$ cat config.mk
export PLATFORM = sky130hd
export DESIGN_NAME = slcl_lane
export DESIGN_NICKNAME = d
export VERILOG_FILES = /design/src/design/slcl_pkg.sv /design/src/design/slcl_lane.sv
export SDC_FILE = /design/constraint.sdc
export NUM_CORES = 1
export LEC_CHECK = 0
export ABC_AREA = 1
export BUFFER_PORTS_ARGS = -buffer_cell sky130_fd_sc_hd__buf_4
export CAP_MARGIN = 20
export CORE_MARGIN = 1
export CORE_UTILIZATION = 35
export DETAILED_ROUTE_END_ITERATION = 10
export PLACE_DENSITY = 0.57
export SLEW_MARGIN = 20
export SYNTH_ARGS = -nofsm -noshare
export SYNTH_HDL_FRONTEND = slang
export SYNTH_SLANG_ARGS = --single-unit
$ cat constraint.sdc
create_clock -name clk -period 3.5 [get_ports clk]
set_input_delay 0.35 -clock clk [delete_from_list [all_inputs] [get_ports clk]]
set_output_delay 0.35 -clock clk [all_outputs]
set_load 0.005 [all_outputs]
$ cat src/design/slcl_pkg.sv
package slcl_pkg;

	// Field widths
	localparam int OFF_W  = 24;
	localparam int LINE_W = 13;
	localparam int COL_W  = 25;
	localparam int IDX_W  = 12;
	localparam int CNT_W  = 13;

	// Defaults for the top-level parameters
	localparam int MAX_LINES_DEF = 4096;

	// Stored line starts keep only this many low bits
	localparam int OFFSET_BITS = 24;
	localparam logic [OFF_W-1:0] OFF_MASK = (OFFSET_BITS >= OFF_W) ? {OFF_W{1'b1}} :
		OFF_W'((64'd1 << OFFSET_BITS) - 64'd1);

	// Stream word layout
	localparam int S_TDATA_W = 88;   // 12 + 24 + 24 + 24 = 84, padded to bytes
	localparam int M_TDATA_W = 128;  // 24 + 24 + 13 + 25 + 13 + 25 = 124, padded

	// Item kinds carried in s_tuser
	localparam logic OP_LOAD  = 1'b0;
	localparam logic OP_QUERY = 1'b1;

	// Location found by one search lane
	typedef struct packed {
		logic [LINE_W-1:0] line;
		logic [COL_W-1:0]  col;
		logic              fault;
	} lane_res_t;

endpackage

$ cat src/design/slcl_lane.sv
module slcl_lane import slcl_pkg::*; #(
	parameter int MAX_LINES = MAX_LINES_DEF,
	parameter int AW        = (MAX_LINES > 1) ? $clog2(MAX_LINES) : 1,
	parameter int CW        = $clog2(MAX_LINES + 1)
) (
	input  logic             clk,
	input  logic             arst_n,
	input  logic             start,
	input  logic [OFF_W-1:0] off,
	input  logic [CW-1:0]    n,
	input  logic             ack,
	output logic [AW-1:0]    raddr,
	input  logic [OFF_W-1:0] rdata,
	output logic             done,
	output lane_res_t        res
);

	typedef enum logic [4:0] {
		L_IDLE = 5'b00001,
		L_ADDR = 5'b00010,
		L_CMP  = 5'b00100,
		L_FIX  = 5'b01000,
		L_DONE = 5'b10000
	} lane_state_t;

	lane_state_t      state_q;
	logic [CW-1:0]    lo_q;
	logic [CW-1:0]    len_q;
	logic [OFF_W-1:0] off_q;
	lane_res_t        res_q;

	logic [CW-1:0] half;
	logic [CW-1:0] mid;
	logic [CW-1:0] k;

	assign half = len_q >> 1;
	assign mid  = lo_q + half;
	assign k    = (lo_q == '0) ? '0 : lo_q - CW'(1);

	// search probe while range is open, final line start once it closes
	assign raddr = (len_q == '0) ? k[AW-1:0] : mid[AW-1:0];

	always_ff @(posedge clk or negedge arst_n) begin
		if (!arst_n) begin
			state_q <= L_IDLE;
		end else begin
			unique case (state_q)
				L_IDLE: begin
					if (start) begin
						state_q <= (n == '0) ? L_DONE : L_ADDR;
					end
				end
				L_ADDR: begin
					state_q <= (len_q == '0) ? L_FIX : L_CMP;
				end
				L_CMP:  state_q <= L_ADDR;
				L_FIX:  state_q <= L_DONE;
				L_DONE: begin
					if (ack) begin
						state_q <= L_IDLE;
					end
				end
				default: state_q <= L_IDLE;
			endcase
		end
	end

	always_ff @(posedge clk) begin
		unique case (state_q)
			L_IDLE: begin
				lo_q  <= '0;
				len_q <= n;
				off_q <= off;
				// empty table: line 1, column is offset + 1
				res_q.line  <= LINE_W'(1);
				res_q.col   <= COL_W'(off) + COL_W'(1);
				res_q.fault <= 1'b0;
			end
			L_CMP: begin
				if (rdata <= off_q) begin
					lo_q  <= mid + CW'(1);
					len_q <= len_q - half - CW'(1);
				end else begin
					len_q <= half;
				end
			end
			L_FIX: begin
				res_q.line <= LINE_W'(k) + LINE_W'(1);
				if (off_q < rdata) begin
					res_q.col   <= COL_W'(1);
					res_q.fault <= 1'b1;
				end else begin
					res_q.col   <= COL_W'(off_q) - COL_W'(rdata) + COL_W'(1);
					res_q.fault <= 1'b0;
				end
			end
			default: ;
		endcase
	end

	assign done = (state_q == L_DONE);
	assign res  = res_q;

endmodule

== After elaboration in Yosys (flattened, before gate mapping) ==
Cells that the tools add are included.
Word-level totals
  bits in registers: 94
  output and inout bits: 52
  word-level logic and storage cells: 46
Cells by class
  $add $sub $neg: 9
  magnitude comparators: 2
  equal/unequal tests: 8
  muxes and demuxes: 13
  reduce and logical (&&, ||, !) cells: 7
Operator list (count)
  $pmux 39 s2: 1
  $pmux 13 s2: 2
  $logic_not 13->1: 3
  $mux 13: 3
  $add 13x1->13 const B: 2
  $mux 26: 1
  $sub 13x1->13 const B: 2
  $add 24x1->25 const B: 1
  $add 25x1->25 const B: 1
  $pmux 5 s5: 1
  $sub 24x24->25: 1
  $le 24x24->1: 1
  $lt 24x24->1: 1
  $mux 5: 3
  $add 13x12->13: 1
  $sub 13x12->13: 1
  $mux 12: 1
  $ne 2x2->1 const B: 3
  $eq 5x1->1 const B: 1
  $eq 5x2->1 const B: 1
  $eq 5x3->1 const B: 1
  $eq 5x4->1 const B: 1
  $eq 5x5->1 const B: 1
  $mux 4: 1
  other kinds (2): 4

== Logic depth before layout (Yosys ltp) ==
  depth after elaboration: 4
  mapped depth: 18
  depth with buffers taken out: 18

== Least setup slack after synthesis ==
OpenSTA, ideal clock, no wires.
  path kind: register to register
  start: register state_q[0]
  end: register res_q (netlist bit res[0]), enable pin
  data arrival time: 3276 ps
  path slack: -173 ps
  cell stages (with the launch flop): 5
  buffers on the path: 0
  cells stage by stage: dfstp_2 inv_1 nor4_2 inv_1 nand2_1
Between the ends
  word-level cells in the longest chain between the ends: 2
RTL lines
  from (decl): line slcl_lane.sv:26  | lane_state_t state_q;
  from (signal assigned): line slcl_lane.sv:50  | state_q <= (n == '0) ? L_DONE : L_ADDR;
  from (signal assigned): line slcl_lane.sv:54  | state_q <= (len_q == '0) ? L_FIX : L_CMP;
  $eq 5x4->1 or $eq 5x1->1 (tied branches): line slcl_lane.sv:69  | unique case (state_q)
  $reduce_bool 2->1 (no line) (*)
  to (decl): line slcl_lane.sv:30  | lane_res_t res_q;
Every way passes the cells marked *; elsewhere a longest branch is shown, timed or not.
A chain may end at the register's enable or synchronous reset.

== Final worst setup path ==
  start: register lo_q[0]
  end: output port raddr[8]
Between the ends
  word-level cells in the longest chain between the ends: 3
RTL lines
  from (decl): line slcl_lane.sv:27  | logic [CW-1:0] lo_q;
  from (signal assigned): line slcl_lane.sv:81  | lo_q <= mid + CW'(1);
  $sub 13x1->13 or $logic_not 13->1 (tied branches): line slcl_lane.sv:38  | assign k = (lo_q == '0) ? '0 : lo_q - CW'(1);
  $mux 13: line slcl_lane.sv:38
  $mux 12 (*): line slcl_lane.sv:41  | assign raddr = (len_q == '0) ? k[AW-1:0] : mid[AW-1:0];
  to (decl): line slcl_lane.sv:12  | output logic [AW-1:0] raddr,
Marks and branches as above.

==> out/metrics.yaml <==
worst_setup_path:
  crit_path_max_fanout: 5
  arrival_ps: 2720
  crit_required_ps: 3150
  r2r_slack_ps: 730
  crit_path_end_kind: "primary output"
  critPathKind: "reg2out"
  cp-start-kind: "register"
floorplan:
  core-area_um2: 25200
  boundaryPins: 117
  dieArea_um2: 26300
  start_util_pct: 35.6
  fp.dieH_um: 162
  die_x_um: 162
  rows: 58
yosys:
  syn_nets: 1380
  syn_avg_cell_area_um2: 7.36
  yosysUniqueCellTypes: 46
  synth-compound-area-share_pct: 9.21
  async_flop_share_pct: 5.32
  postSynthCellCount: 1219
  yosys_warnings: 0
  synthMuxAreaShare_pct: 0
  synth_edf_count: 89
  ys.flop_type: "edfxtp_1"
  synth-xor-area-share_pct: 3.32
  synth_area_um2: 8970
  ys_seq_area_share_pct: 31.2
  synth_fa_ha_area_share_pct: 14.6
  synth_seq_cells: 94
  synth_top_family_by_area: "simple AND/OR/NAND/NOR gates"
  yosys.area_share.simple_pct: 32.3
routing:
  drt_iter0_drc: 550
  ant_nets: 0
  wl_per_cell_um: 15.5
  wl_met3_um: 1100
  drc_errors: 0
  drtPass1Iterations: 5
  viasPerCell: 4.94
  drt-met1-wl_um: 11600
  wl_met2_um: 12900
  num_vias: 8287
  drt_wl_total_um: 26000
  top_layer_used: "met4"
clock_tree:
  clkSinkCount: 94
  cts_setup_buffers: 0
  cts_buffers: 9
  h-tree-depth: 3
  clockRootBuffer: "clkbuf_16"
  cts_buffer_depth: 2
  cts_tree: "built"
  clk-insertion-delay-late_ps: 360
  clkTransAtPathRegs_ps: 80
  ctsResizeCount: 0
sta:
  setup-violations-final: 0
  clock_skew_ps: 15.5
  finalSetupTns_ps: 0
  period_minus_slack_ps: 3070
  report.final.slew_viol_count: 0
  fin_crit_sh_pct: 87.8
  slew_headroom_pct: 58.2
  holdWs_ps: 195
  worst_pin_slew_ps: 625
  fmax_ghz: 0.326
  rsz0062_at_grt: "no"
  finalHoldViolCount: 0
  setup_slack_ps: 428
final_layout:
  syn2layout_area_growth_pct: 18.1
  multi_input_area_um2: 5340
  seq_area_um2: 2800
  fin_cells: 1676
  final_net_count: 1504
  final_layout_size_suffix_gt1_share_pct: 16.0
  antennaDiodeCount: 0
  fillers: 2598
outcome:
  outcome: "finished clean"
global_route:
  grt_pass1_wl_um: 40700
  antenna_found_initial: 0
  grt_pass1_vias: 7914
  grt.total_usage_pct: 20.1
  gr-total-overflow: 0
  grt_max_degree: 40
placement:
  placed_cells: 1661
  place_ws_ps: 641
  finalWeightedCongestion: 0.924
  hpwl_um: 21600
  io_buffers: 116
hold_path:
  hold_path.class: "in2reg"
pwr:
  power-per-cell-area_nw_per_um2: 923
  leakage_nw: 5.07
  max-vdd-ir-drop_mv: 0.417
run:
  maxCapViolCount: 0
cells in the final DEF, fill, tap and decap left out, drive strengths merged, types with 2 or more instances in the layout:
master  instances
a31oi           3
inv           210
a21oi          58
nor3           18
nand3          93
nand4          32
a21o            4
and2            4
or2             3
xnor2           7
buf           125
nor2          142
nand3b          5
edfxtp         89
o21ai          69
xor2           27
nor4            8
nand2         313
clkbuf          9
o21bai          5
fa             14
a211oi          2
dfrtp           4
bufinv          2
o21a            5
ha             82
o22ai           4
through the flow:
step / util, % / total power (W) / area (um^2)
6_report: 42.1 / 0.00978 / 10600
5_1_grt: 42.1 / 0.0107 / 10600
4_1_cts: 42.1 / 0.00982 / 10600
3_5_place_dp: 40.8 / 0.00869 / 10300
3_3_place_gp: 40.8 / 0.00865 / 10300
2_1_floorplan: - / 0.00656 / 8980
registers in the layout, indices dropped and copies added, names as in the netlist:
register / cells
len_q: 13
state_q: 5
res: 39
lo_q: 13
off_q: 24
synthesized netlist by cell type, types with 5 or more instances:
library cell  count  area [um^2]
nand2_1         294         1100
inv_1           193          724
nor2_1          118          443
edfxtp_1         89         2670
nand3_1          87          435
ha_1             82         1030
a21oi_1          58          290
o21ai_0          53          265
nand4_1          30          188
xor2_1           27          236
inv_2            16         60.1
nor3_1           16         80.1
o21ai_1          16         80.1
fa_1             14          280
nand2_2          14         87.6
nor2_2           14         87.6
nor2_4           10          113
buf_2             7         35.0
xnor2_1           7         61.3
nand3_2           6         60.1
clkbuf_1          5         18.8
nand3b_1          5         37.5
nor4_1            5         31.3
o21a_1            5         37.5
o21bai_1          5         37.5
worst max-delay path, cell delays in order, from the launching register on:
cell	delay (ps)
edfxtp_1	490
ha_1	300
inv_1	80
fa_1	400
inv_1	130
nand3_1	110
nand2_2	120
nand2_1	80
nand2_1	100
nand2_1	60
nand2_1	200
nand2_1	80
o21ai_0	90
buf_4	140
layer usage:
metal	track usage [%]	vias to the layer above
met3	1.99	27
met4	5.53	0
met5	0	-
met2	35.9	174
li1	-	4239
met1	25.6	3847
kinds of logic after synthesis:
logic type,count (synthesis)
buffers and inverters,222
XOR/XNOR,34
AND/OR/NAND/NOR,620
flip-flops,94
adder cells (fa/ha/maj),96
AO/OA/AOI/OAI,153
path summary, 6_finish.rpt:
| check | start | to | cells after the start |
|---|---|---|---|
| max reg2reg | off_q[1] | res[20] | 15 |
| min | off[22] | off_q[22] | 1 |
| min in group asynchronous | arst_n | state_q[4] | 2 |
| min reg2reg | state_q[2] | state_q[3] | 3 |
| max | lo_q[0] | raddr[8] | 13 |
| max in group asynchronous | arst_n | state_q[0] | 2 |
repair_timing:
| item | in CTS | in global routing |
|---|---|---|
| hold buffers | 1 | 0 |
| endpoints found under the hold margin | 5 | 0 |
| endpoints found under the setup margin | 0 | 0 |
cell type report:
class,instances,area share [%]
Clock buffer,9,2.13
Clock inverter,5,0.803
Inverter,209,7.41
Multi-Input combinational cell,903,50.4
Sequential cell,94,26.4
Tap cell,330,3.90
Timing Repair Buffer,126,8.96
where the power goes:
part	total (W)	switching (W)	internal, W
sequential	0.00227	0.000390	0.00188
clock	0.00108	0.000462	0.000623
combinational	0.00642	0.00413	0.00229
total	0.00978	0.00498	0.00480
Note: power is estimated with default switching activity, not from simulation.
